[src/rtl/vvsc_pkg.sv]
// Package for the vector configuration unit: beat types, the decoded
// command passed from front end to back end, and the vlmul decode function.
// No dependencies.
`default_nettype none

package vvsc_pkg;

  // Instruction kinds on the input channel
  localparam logic [1:0] KIND_VSETVL   = 2'd0;
  localparam logic [1:0] KIND_VSETVLI  = 2'd1;
  localparam logic [1:0] KIND_VSETIVLI = 2'd2;
  localparam logic [1:0] KIND_NONE     = 2'd3;

  // Configuration register indexes
  localparam logic REG_XLEN_64 = 1'b0;

  // Depth of the queue between front and back end
  localparam int QUEUE_DEPTH = 2;

  localparam int VL_W   = 8;
  localparam int LMUL_W = 7;
  localparam int SEW_W  = 11;

  typedef struct packed {
    logic [1:0]  kind;
    logic [63:0] vtype_value;
    logic [63:0] avl_value;
    logic        rs1_is_zero;
    logic        rd_is_zero;
  } in_data_t;

  typedef struct packed {
    logic              rd_write;
    logic [VL_W-1:0]   rd_value;
    logic [VL_W-1:0]   new_vl;
    logic [LMUL_W-1:0] lmul_eighths;
    logic [SEW_W-1:0]  sew_bits;
    logic              tail_agnostic;
    logic              mask_agnostic;
    logic              bad_vtype;
  } out_data_t;

  // What the back end does with a command
  typedef enum logic [2:0] {
    OP_IGNORE = 3'd0,  // unused kind: report state only
    OP_BAD    = 3'd1,  // reserved vlmul: report state and error
    OP_AVL    = 3'd2,  // vl = min(VLMAX, avl)
    OP_MAX    = 3'd3,  // vl = VLMAX
    OP_KEEP   = 3'd4   // vl unchanged, vtype updated
  } op_t;

  typedef struct packed {
    op_t               op;
    logic [VL_W-1:0]   vl_cand;
    logic [LMUL_W-1:0] lmul_eighths;
    logic [SEW_W-1:0]  sew_bits;
    logic              vta;
    logic              vma;
    logic              rd_write;
  } cmd_t;

  typedef struct packed {
    logic       bad;
    logic [2:0] log2_eighths;
  } lmul_dec_t;

  // Map vlmul to log2 of LMUL in eighths; encoding 100 is reserved
  function automatic lmul_dec_t lmul_decode(input logic [2:0] vlmul);
    lmul_dec_t d;
    d.bad = 1'b0;
    case (vlmul)
      3'b000:  d.log2_eighths = 3'd3;
      3'b001:  d.log2_eighths = 3'd4;
      3'b010:  d.log2_eighths = 3'd5;
      3'b011:  d.log2_eighths = 3'd6;
      3'b101:  d.log2_eighths = 3'd0;
      3'b110:  d.log2_eighths = 3'd1;
      3'b111:  d.log2_eighths = 3'd2;
      default: begin
        d.bad          = 1'b1;
        d.log2_eighths = 3'd0;
      end
    endcase
    return d;
  endfunction

endpackage

`default_nettype wire

[src/rtl/vvsc_front.sv]
// Front end of the vector configuration unit: masks operands, decodes vtype,
// works out VLMAX and classifies the instruction. Depends on vvsc_pkg.
`default_nettype none

module vvsc_front #(
  parameter int VLEN_BITS = 128
) (
  input  wire                 xlen_64,
  input  vvsc_pkg::in_data_t  in_data,
  output vvsc_pkg::cmd_t      cmd
);

  // VLEN * 64 fits in this width
  localparam int VLMAX_W = $clog2(VLEN_BITS + 1) + 6;

  logic [63:0]            vtype_m;
  logic [63:0]            avl_m;
  vvsc_pkg::lmul_dec_t    dec;
  logic [2:0]             vsew;
  logic [VLMAX_W-1:0]     prod;
  logic [VLMAX_W-1:0]     vlmax;
  logic                   avl_below;
  logic [vvsc_pkg::VL_W-1:0] vl_min;
  vvsc_pkg::op_t          op;

  // Drop the upper word in RV32 mode
  assign vtype_m = xlen_64 ? in_data.vtype_value : {32'd0, in_data.vtype_value[31:0]};
  assign avl_m   = xlen_64 ? in_data.avl_value   : {32'd0, in_data.avl_value[31:0]};

  assign dec  = vvsc_pkg::lmul_decode(vtype_m[2:0]);
  assign vsew = vtype_m[5:3];

  // VLMAX = VLEN * lmul_eighths / (8 * SEW), all powers of two but VLEN
  assign prod  = VLMAX_W'(VLEN_BITS) << dec.log2_eighths;
  assign vlmax = prod >> (4'd6 + {1'b0, vsew});

  assign avl_below = avl_m < 64'(vlmax);
  assign vl_min    = avl_below ? avl_m[vvsc_pkg::VL_W-1:0] : vlmax[vvsc_pkg::VL_W-1:0];

  // Classify the instruction
  always_comb begin
    if (in_data.kind == vvsc_pkg::KIND_NONE) begin
      op = vvsc_pkg::OP_IGNORE;
    end else if (dec.bad) begin
      op = vvsc_pkg::OP_BAD;
    end else if (in_data.kind == vvsc_pkg::KIND_VSETIVLI || !in_data.rs1_is_zero) begin
      op = vvsc_pkg::OP_AVL;
    end else if (!in_data.rd_is_zero) begin
      op = vvsc_pkg::OP_MAX;
    end else begin
      op = vvsc_pkg::OP_KEEP;
    end
  end

  // Build the command for the back end
  always_comb begin
    cmd.op           = op;
    cmd.vl_cand      = (op == vvsc_pkg::OP_AVL) ? vl_min : vlmax[vvsc_pkg::VL_W-1:0];
    cmd.lmul_eighths = vvsc_pkg::LMUL_W'(1) << dec.log2_eighths;
    cmd.sew_bits     = vvsc_pkg::SEW_W'(8) << vsew;
    cmd.vta          = vtype_m[6];
    cmd.vma          = vtype_m[7];
    cmd.rd_write     = !in_data.rd_is_zero &&
                       (op == vvsc_pkg::OP_AVL || op == vvsc_pkg::OP_MAX ||
                        op == vvsc_pkg::OP_KEEP);
  end

endmodule

`default_nettype wire

[src/rtl/vvsc_queue.sv]
// Short command queue between front and back end of the vector configuration
// unit. Depends on vvsc_pkg.
`default_nettype none

module vvsc_queue (
  input  wire             clk,
  input  wire             rst_n,
  input  wire             push,
  input  vvsc_pkg::cmd_t  push_cmd,
  output logic            not_full,
  input  wire             pop,
  output vvsc_pkg::cmd_t  head_cmd,
  output logic            not_empty
);

  localparam int PTR_W = $clog2(vvsc_pkg::QUEUE_DEPTH);
  localparam int CNT_W = $clog2(vvsc_pkg::QUEUE_DEPTH + 1);

  vvsc_pkg::cmd_t   entry_r [vvsc_pkg::QUEUE_DEPTH];
  logic [PTR_W-1:0] wr_ptr_r, wr_ptr_nxt;
  logic [PTR_W-1:0] rd_ptr_r, rd_ptr_nxt;
  logic [CNT_W-1:0] count_r, count_nxt;

  assign not_full  = count_r != CNT_W'(vvsc_pkg::QUEUE_DEPTH);
  assign not_empty = count_r != '0;
  assign head_cmd  = entry_r[rd_ptr_r];

  // Advance pointers and count
  always_comb begin
    wr_ptr_nxt = wr_ptr_r;
    rd_ptr_nxt = rd_ptr_r;
    count_nxt  = count_r;
    if (push) begin
      wr_ptr_nxt = (wr_ptr_r == PTR_W'(vvsc_pkg::QUEUE_DEPTH - 1)) ? '0 : wr_ptr_r + 1'b1;
    end
    if (pop) begin
      rd_ptr_nxt = (rd_ptr_r == PTR_W'(vvsc_pkg::QUEUE_DEPTH - 1)) ? '0 : rd_ptr_r + 1'b1;
    end
    if (push && !pop) begin
      count_nxt = count_r + 1'b1;
    end else if (pop && !push) begin
      count_nxt = count_r - 1'b1;
    end
  end

  always_ff @(posedge clk) begin
    if (!rst_n) begin
      wr_ptr_r <= '0;
      rd_ptr_r <= '0;
      count_r  <= '0;
    end else begin
      wr_ptr_r <= wr_ptr_nxt;
      rd_ptr_r <= rd_ptr_nxt;
      count_r  <= count_nxt;
    end
  end

  // Store pushed commands
  always_ff @(posedge clk) begin
    if (push) begin
      entry_r[wr_ptr_r] <= push_cmd;
    end
  end

`ifndef SYNTHESIS
  a_no_push_when_full: assert property (@(posedge clk) disable iff (!rst_n)
    !(push && !not_full))
    else $error("queue pushed while full");
  a_no_pop_when_empty: assert property (@(posedge clk) disable iff (!rst_n)
    !(pop && !not_empty))
    else $error("queue popped while empty");
`endif

endmodule

`default_nettype wire

[src/rtl/vvsc_back.sv]
// Back end of the vector configuration unit: holds vl and the decoded vtype,
// applies commands in order and drives the result register. Depends on vvsc_pkg.
`default_nettype none

module vvsc_back (
  input  wire                 clk,
  input  wire                 rst_n,
  input  wire                 cmd_valid,
  input  vvsc_pkg::cmd_t      cmd,
  output logic                cmd_pop,
  output logic                out_valid,
  input  wire                 out_ready,
  output vvsc_pkg::out_data_t out_data
);

  logic [vvsc_pkg::VL_W-1:0]   vl_r, vl_nxt;
  logic [vvsc_pkg::LMUL_W-1:0] lmul_r, lmul_nxt;
  logic [vvsc_pkg::SEW_W-1:0]  sew_r, sew_nxt;
  logic                        vta_r, vta_nxt;
  logic                        vma_r, vma_nxt;
  logic                        out_valid_r;
  vvsc_pkg::out_data_t         out_data_r, out_data_nxt;
  logic                        bad;

  // Take a command when the result register is free or being drained
  assign cmd_pop = cmd_valid && (!out_valid_r || out_ready);

  // Apply the command to the state
  always_comb begin
    vl_nxt   = vl_r;
    lmul_nxt = lmul_r;
    sew_nxt  = sew_r;
    vta_nxt  = vta_r;
    vma_nxt  = vma_r;
    bad      = 1'b0;
    case (cmd.op)
      vvsc_pkg::OP_IGNORE: begin
      end
      vvsc_pkg::OP_BAD: begin
        bad = 1'b1;
      end
      vvsc_pkg::OP_AVL, vvsc_pkg::OP_MAX, vvsc_pkg::OP_KEEP: begin
        if (cmd.op != vvsc_pkg::OP_KEEP) begin
          vl_nxt = cmd.vl_cand;
        end
        lmul_nxt = cmd.lmul_eighths;
        sew_nxt  = cmd.sew_bits;
        vta_nxt  = cmd.vta;
        vma_nxt  = cmd.vma;
      end
      default: begin
      end
    endcase
  end

  // Form the result beat from the updated state
  always_comb begin
    out_data_nxt.rd_write      = cmd.rd_write;
    out_data_nxt.rd_value      = cmd.rd_write ? vl_nxt : '0;
    out_data_nxt.new_vl        = vl_nxt;
    out_data_nxt.lmul_eighths  = lmul_nxt;
    out_data_nxt.sew_bits      = sew_nxt;
    out_data_nxt.tail_agnostic = vta_nxt;
    out_data_nxt.mask_agnostic = vma_nxt;
    out_data_nxt.bad_vtype     = bad;
  end

  always_ff @(posedge clk) begin
    if (!rst_n) begin
      vl_r        <= '0;
      lmul_r      <= vvsc_pkg::LMUL_W'(8);
      sew_r       <= vvsc_pkg::SEW_W'(8);
      vta_r       <= 1'b0;
      vma_r       <= 1'b0;
      out_valid_r <= 1'b0;
    end else begin
      if (cmd_pop) begin
        vl_r        <= vl_nxt;
        lmul_r      <= lmul_nxt;
        sew_r       <= sew_nxt;
        vta_r       <= vta_nxt;
        vma_r       <= vma_nxt;
        out_valid_r <= 1'b1;
      end else if (out_ready) begin
        out_valid_r <= 1'b0;
      end
    end
  end

  // Hold the result beat until taken
  always_ff @(posedge clk) begin
    if (cmd_pop) begin
      out_data_r <= out_data_nxt;
    end
  end

  assign out_valid = out_valid_r;
  assign out_data  = out_data_r;

`ifndef SYNTHESIS
  a_lmul_sew_onehot: assert property (@(posedge clk) disable iff (!rst_n)
    $onehot(lmul_r) && $onehot(sew_r))
    else $error("decoded lmul or sew not a power of two");
  a_bad_no_write: assert property (@(posedge clk) disable iff (!rst_n)
    out_valid_r && out_data_r.bad_vtype |-> !out_data_r.rd_write)
    else $error("reserved vtype wrote rd");
  a_vl_bad_kept: assert property (@(posedge clk) disable iff (!rst_n)
    cmd_pop && (cmd.op == vvsc_pkg::OP_BAD || cmd.op == vvsc_pkg::OP_IGNORE)
    |=> $stable(vl_r) && $stable(lmul_r) && $stable(sew_r))
    else $error("state changed on ignored or reserved instruction");
  a_rd_matches_vl: assert property (@(posedge clk) disable iff (!rst_n)
    out_valid_r && out_data_r.rd_write |-> out_data_r.rd_value == vl_r)
    else $error("rd value differs from vl");
`endif

endmodule

`default_nettype wire

[src/rtl/vector_vset_config_unit.sv]
// Top level of the vector configuration unit (vsetvl, vsetvli, vsetivli).
// Depends on vvsc_pkg, vvsc_front, vvsc_queue and vvsc_back.
`default_nettype none

// One configuration instruction enters per beat on the in_ channel and one
// result beat leaves on the out_ channel, in order. The front end decodes and
// classifies in the cycle of acceptance and writes a two-entry queue; the
// back end applies one command per cycle while its result register is free or
// being drained, updating vl and the decoded vtype and registering the result,
// so the unit sustains one instruction per cycle while out_ready stays high.
// The sole register, xlen_64 at address 0 (reset 1), selects RV64; 0 truncates
// avl and vtype to 32 bits. Write it only while the unit is idle.
module vector_vset_config_unit #(
  parameter int VLEN_BITS = 128
) (
  input  wire                 clk,
  input  wire                 rst_n,
  input  wire                 in_valid,
  output logic                in_ready,
  input  vvsc_pkg::in_data_t  in_data,
  output logic                out_valid,
  input  wire                 out_ready,
  output vvsc_pkg::out_data_t out_data,
  input  wire                 psel,
  input  wire                 penable,
  input  wire                 pwrite,
  input  wire  [2:0]          paddr,
  input  wire  [31:0]         pwdata,
  output logic [31:0]         prdata,
  output logic                pready
);

  logic           xlen_64_r;
  logic           cfg_write;
  vvsc_pkg::cmd_t front_cmd;
  vvsc_pkg::cmd_t head_cmd;
  logic           q_not_full;
  logic           q_not_empty;
  logic           q_push;
  logic           q_pop;

  // Configuration register
  assign pready    = 1'b1;
  assign cfg_write = psel && penable && pwrite && (paddr[2] == vvsc_pkg::REG_XLEN_64);
  assign prdata    = (paddr[2] == vvsc_pkg::REG_XLEN_64) ? {31'd0, xlen_64_r} : 32'd0;

  always_ff @(posedge clk) begin
    if (!rst_n) begin
      xlen_64_r <= 1'b1;
    end else if (cfg_write) begin
      xlen_64_r <= pwdata[0];
    end
  end

  assign in_ready = q_not_full;
  assign q_push   = in_valid && q_not_full;

  vvsc_front #(
    .VLEN_BITS (VLEN_BITS)
  ) u_front (
    .xlen_64 (xlen_64_r),
    .in_data (in_data),
    .cmd     (front_cmd)
  );

  vvsc_queue u_queue (
    .clk       (clk),
    .rst_n     (rst_n),
    .push      (q_push),
    .push_cmd  (front_cmd),
    .not_full  (q_not_full),
    .pop       (q_pop),
    .head_cmd  (head_cmd),
    .not_empty (q_not_empty)
  );

  vvsc_back u_back (
    .clk       (clk),
    .rst_n     (rst_n),
    .cmd_valid (q_not_empty),
    .cmd       (head_cmd),
    .cmd_pop   (q_pop),
    .out_valid (out_valid),
    .out_ready (out_ready),
    .out_data  (out_data)
  );

endmodule

`default_nettype wire

[config.mk]
export PLATFORM = sky130hd
export DESIGN_NAME = vector_vset_config_unit
export DESIGN_NICKNAME = d
export VERILOG_FILES = /design/src/rtl/vvsc_pkg.sv /design/src/rtl/vvsc_front.sv /design/src/rtl/vvsc_queue.sv /design/src/rtl/vvsc_back.sv /design/src/rtl/vector_vset_config_unit.sv
export SDC_FILE = /design/constraint.sdc
export NUM_CORES = 1
export LEC_CHECK = 0
export ABC_AREA = 1
export BUFFER_PORTS_ARGS = -buffer_cell sky130_fd_sc_hd__buf_2
export CORE_ASPECT_RATIO = 0.5
export CORE_MARGIN = 8
export CORE_UTILIZATION = 50
export CTS_BUF_LIST = sky130_fd_sc_hd__clkbuf_4
export CTS_CLUSTER_SIZE = 24
export DETAILED_ROUTE_END_ITERATION = 7
export PLACE_DENSITY = 0.82
export SYNTH_ARGS = -nofsm -noshare
export SYNTH_HDL_FRONTEND = slang
export SYNTH_SLANG_ARGS = --single-unit
[constraint.sdc]
create_clock -name clk -period 2.8 [get_ports clk]
set_input_delay 0.56 -clock clk [delete_from_list [all_inputs] [get_ports clk]]
set_output_delay 0.56 -clock clk [all_outputs]
set_load 0.05 [all_outputs]
# Yosys cells after proc, flatten, opt, wreduce, memory -nomap -nowiden
# Memory sizes are Yosys's and may differ from the RTL's. A register that Yosys moved wholly into a read port is not among the register bits.
# Index checks and enable logic that the tools add are counted.
# word_totals
regBits	72
latchBits	0
ramBits	64
rom_bits	0
inputBits	174
elab_cells	96
n_memories	1
# memory_table
name	words	word_bits	read_ports	rd_clocked_by_memory_dff	wr	line_no	source
u_queue.entry_r	2	32	1	1	1	vvsc_queue.sv:19	vvsc_pkg::cmd_t entry_r [vvsc_pkg::QUEUE_DEPTH];
# op_classes
add_sub_neg	5
mul	0
div_mod_pow	0
order_cmp	1
n_eq_ne	17
shifts	4
muxes	26
n_bitwise	1
n_reduce_logical	23
# op_table
cell	n
64-bit by 14-bit < comparator with 1-bit output	1
64-bit two-way mux	1
8-bit two-way mux	4
3-bit by 2-bit == test with 1-bit output (second input constant)	6
3-bit one-hot mux with 6 select lines	1
3-bit == test (second input constant)	5
8-bit by 3-bit left shift with 14-bit output (first input constant)	1
14-bit by 4-bit >> shifter with 14-bit output	1
1-bit two-way mux	12
3-bit two-way mux	4
11-bit two-way mux	1
4-bit by 3-bit left shift with 11-bit output (first input constant)	1
1-bit logical AND	8
7-bit two-way mux	1
7-bit OR reduction	1
1-bit by 3-bit left shift with 7-bit output (first input constant)	1
3-bit by 1-bit == test with 1-bit output (second input constant)	2
2-bit nonzero test	3
1-bit logical NOT	5
3-bit by 3-bit adder with 4-bit output (first input constant)	1
2-bit == test (second input constant)	2
1-bit logical OR	4
2-bit two-way mux	2
3-bit logical NOT	1
other kinds (7)	8

# Depth between registers and ports, before layout
# logic_depth
word_depth	9
ltp_mapped	19
depth_no_buf	19

# Modules after synthesis
# From an unflattened synthesis, not the netlist that was laid out.
# unflattened
hier_cells	675
hier_area_um2	6735.2
# modules_own_cells
mod	n_inst	cells_per_inst	area_each_um2
vvsc_back	1	308	2767.7
vvsc_queue	1	135	2693.8
vvsc_front	1	185	955.9
vector_vset_config_unit	1	47	317.8

# Worst setup path after synthesis
# Ideal clock, no wire load.
# synth_path
path_type	register -> register
start	reg u_queue.count_r[0]
end	mem u_queue.entry_r[1][0] (netlist bit), enable pin
t_arrival_ns	2.165
setup_slack_ns	0.219
path_stages_with_launch	5
synth_period_minus_slack_ns	2.581
path_cell_list	dfxtp_1 -> inv_1 -> nand2_1 -> nand2_1 -> nor2_1
# synth_via
elab_chain_cells	4
# synth_lines
element	line_no	source
start: declaration	vvsc_queue.sv:22	logic [CNT_W-1:0] count_r, count_nxt;
start signal: assignment	vvsc_queue.sv:54	count_r <= count_nxt;
2-bit != test	vvsc_queue.sv:24	assign not_full = count_r != CNT_W'(vvsc_pkg::QUEUE_DEPTH);
net in_ready	vector_vset_config_unit.sv:19	output logic in_ready,
1-bit logical AND	vector_vset_config_unit.sv:56	assign q_push = in_valid && q_not_full;
1-bit two-way mux	vvsc_queue.sv:60	if (push) begin
1-bit two-way mux (implied by the code)	vvsc_queue.sv:61	entry_r[wr_ptr_r] <= push_cmd;
end: declaration	vvsc_queue.sv:19	
# The timed path passes the listed nets, and every way through them passes these cells.

==> summary.md <==
| Metric | Value |
|---|---|
| CTS Buf Count | 17 |
| FMAX | 0.418 GHz |
| Grt ovf | 0 |
| Largest net degree at the start of global routing | 58 |
| Post-route ant nets | 0 |
| Clk_lat worst skew | 0.52 ns |
| FF-to-FF End | u_back.sew_r[10] |
| M3 GR Usage | 0.0645 |
| Die Area | 16300 sq um |
| Initial DRC Count | 352 |
| Routing usage on met1 | 0.208 |
| CP endpoint kind | register |
| Gr usage total | 0.176 |
| Dpl hpwl | 10500 microns |
| IO Count | 247 |
| Syn avg cell area | 10.2 sq um |
| CTS Sinks | 131 |
| Startpoint types | input pin |
| EDFF count, synth | 96 |
| Total wire length | 14200 microns |
| Arrival @ worst endpoint | 2.75 ns |
| Placer congestion estimate | 0.892 |
| Vias in the first global route | 4836 |
| Antenna Cells | 0 |
| Rows | 28 |
| TNS Setup | 0 ns |
| Routing usage on met2 | 0.299 |
| Leak | 0.00320 uW |
| Post-route DRC | 0 |
| Post-layout minimum cycle time | 2.39 ns |
| Unique masters post-synth | 43 |
| Post-Place Worst Slack | -0.0793 ns |
| Worst Setup SP | in_data[68] |
| Chip Width | 173 microns |
| R2R Setup Slk | 0.49 ns |
| Critical Path Sink | u_queue.entry_r[0][26] |
| Max Cap Viol | 0 |
| Hold buffer count at cts | 0 |
| Crit Path Class | in -> reg |
| Reg2Reg Depth | 9 |
| Final worst slack | 0.409 ns |
| DR WL/cell | 15.3 microns |
| Critical path fanouts, max | 8 |
| Synth warn | 0 |
| Ys async rst share | 0 |
| PostCTS Resize Cnt | 0 |
| Layout area overhead | 17.3% |
| Clock skew | 0.0237 ns |
| 1st-pass router iterations | 5 |
| CTS Buffer Depth | 2 |
| Root buffer cell | clkbuf_4 |
| Initial Utilization | 0.517 |
| Nets | 927 |
| RSZ-0062 raised after global routing | false |
| Filler cell count | 967 |
| PD cells | 1080 nW/um^2 |
| Vias per Instance | 4.95 |
| Peak VDD IR | 0.000595 V |
| Via count | 4570 |
| Chip Height | 94.5 microns |
| Mapped Cells | 601 |
| GRT busiest layer | met2 |
| Final Slew Violations | 0 |
| Register area share after synthesis | 0.582 |
| First-pass GRT wire length | 23000 microns |
| Primary FF master, synth | edfxtp_1 |
| Final hold violations | 0 |
| Yosys reg bits | 131 |
| Setup Fix Bufs, Post-CTS | 0 |
| Worst slew pin tran | 0.752 ns |
| Core ar. | 11900 sq um |
| Status | complete, no violations |
| Final Cycle Share | 0.854 |
| Depth of the CTS H-tree | 4 |
| Worst Hold Class | in -> reg |
| Initial antenna violation count | 2 |
| Worst Path Required | 3.15 ns |
| Fraction of layout cells with a size suffix above 1 | 0.340 |
| Mapped cell area | 6160 sq um |
| Clock transition at path regs | 0.12 ns |
| I/O Buffers | 125 |
| Slew headroom | 0.495 |
| Final Setup Violations | 0 |
| TritonCTS clock tree | done |
[logic make-up after synthesis]
kind of cell / after synthesis / share of synthesized area
compound gates: 68 / 0.0666
simple gates: 244 / 0.180
mux: 28 / 0.0520
other cells: 2 / 0.00122
buf+inv: 120 / 0.103
flops: 131 / 0.582
fa+ha+maj: 8 / 0.0163
[cell usage after synthesis, types with 2 or more instances]
| cell type | count | area (sq um) |
|---|---|---|
| buf_2 | 5 | 25.0 |
| nand3_1 | 20 | 100 |
| buf_6 | 2 | 22.5 |
| nor3_1 | 7 | 35.0 |
| dfxtp_1 | 35 | 701 |
| nor2_1 | 46 | 173 |
| o22ai_1 | 2 | 12.5 |
| nand2_2 | 22 | 138 |
| inv_2 | 9 | 33.8 |
| o21ai_1 | 7 | 35.0 |
| a21oi_1 | 23 | 115 |
| nand2_1 | 121 | 454 |
| o21ai_2 | 6 | 52.6 |
| nand4_1 | 4 | 25.0 |
| inv_1 | 59 | 221 |
| edfxtp_1 | 96 | 2880 |
| o211ai_1 | 4 | 30.0 |
| mux2_2 | 25 | 282 |
| ha_1 | 8 | 100 |
| clkinv_1 | 2 | 7.51 |
| and2_1 | 2 | 12.5 |
| o21ai_0 | 16 | 80.1 |
| nor2_4 | 3 | 33.8 |
| nor4_1 | 12 | 75.1 |
| conb_1 | 2 | 7.51 |
| buf_4 | 34 | 255 |
| nand2_4 | 2 | 22.5 |
| clkbuf_1 | 5 | 18.8 |
| a21oi_2 | 8 | 70.1 |
[worst min path at each step]
stage / from / end / slack, ns / cells past startpoint
floorplan: u_back.sew_r[0] / u_back.sew_r[0] / 0.42 / 2
global placement: u_queue.rd_ptr_r / u_queue.rd_ptr_r / 0.43 / 1
detailed placement: u_back.sew_r[1] / u_back.sew_r[1] / 0.44 / 2
CTS: in_data[73] / u_queue.entry_r[1][1] / 0.19 / 1
global route: in_data[73] / u_queue.entry_r[1][1] / 0.20 / 1
finish: in_data[73] / u_queue.entry_r[1][1] / 0.25 / 1
[worst max-delay path, stage by stage]
cell and delay, ns:
buf_2 0.12, inv_2 0.05, nand3_1 0.12, nand2_1 0.11, nand2_1 0.05, nor2_1 0.08
inv_1 0.06, nor2_1 0.16, inv_1 0.07, ha_1 0.27, nand2_1 0.09, inv_1 0.05
nand2_1 0.07, nand4_1 0.14, nor2_1 0.12, nand3b_1 0.12, nor2_4 0.13, buf_4 0.17
nand3_1 0.08, nand2_1 0.13
[per-stage QoR]
step                       util  total power (uW)  hold slack, ns  area [sq um]  std cells
after floorplan               -              5710           0.425          6270        631
after global placement    0.580              6290           0.434          6900        891
after detailed placement  0.580              6400           0.437          6900        891
after CTS                 0.606              7800           0.194          7220        923
after global routing      0.606              8190           0.196          7220        923
final                     0.606              7770           0.245          7220        923
[report_power, final]
group	total (uW)	switching (uW)	internal [uW]
logic	3350	2550	807
registers	3010	171	2840
clock network	1400	756	649
[per-layer routing]
metal,vias up,routed length [microns],part of all wire
met3,25,1210,0.086
li1,2237,-,-
met4,4,205,0.014
met2,202,6620,0.47
met5,-,24,0.0017
met1,2102,6090,0.43
[registers in the layout, summed over array words and instances (netlist names), named ones only]
| signal | count |
|---|---|
| u_back.out_data | 38 |
| u_back.vta_r | 1 |
| u_back.vma_r | 1 |
| xlen_64_r | 1 |
| u_queue.rd_ptr_r | 1 |
| u_queue.count_r | 2 |
| u_back.lmul_r | 7 |
| u_queue.entry_r | 58 |
| u_back.vl_r | 8 |
| u_queue.wr_ptr_r | 1 |
| u_back.out_valid | 1 |
| u_back.sew_r | 11 |
[area by class of cell]
cell class                      count  area [sq um]  area share
Sequential cell                   131          3580       0.496
Multi-Input combinational cell    380          2070       0.287
Timing Repair Buffer              144           768       0.106
Inverter                           71           272      0.0376
Tap cell                          165           206      0.0286
Clock inverter                     15           193      0.0267
Clock buffer                       17           128      0.0177
[placed cells by master (no fill, tap or decap), types with 22 or more instances in the layout]
master,Yosys,final
a21oi_1,23,22
buf_2,5,125
conb_1,2,32
dfxtp_1,35,35
edfxtp_1,96,96
inv_1,59,59
mux2_2,25,25
nand2_1,121,121
nand2_2,22,22
nor2_1,46,44
(Power assumes the default switching activity.)
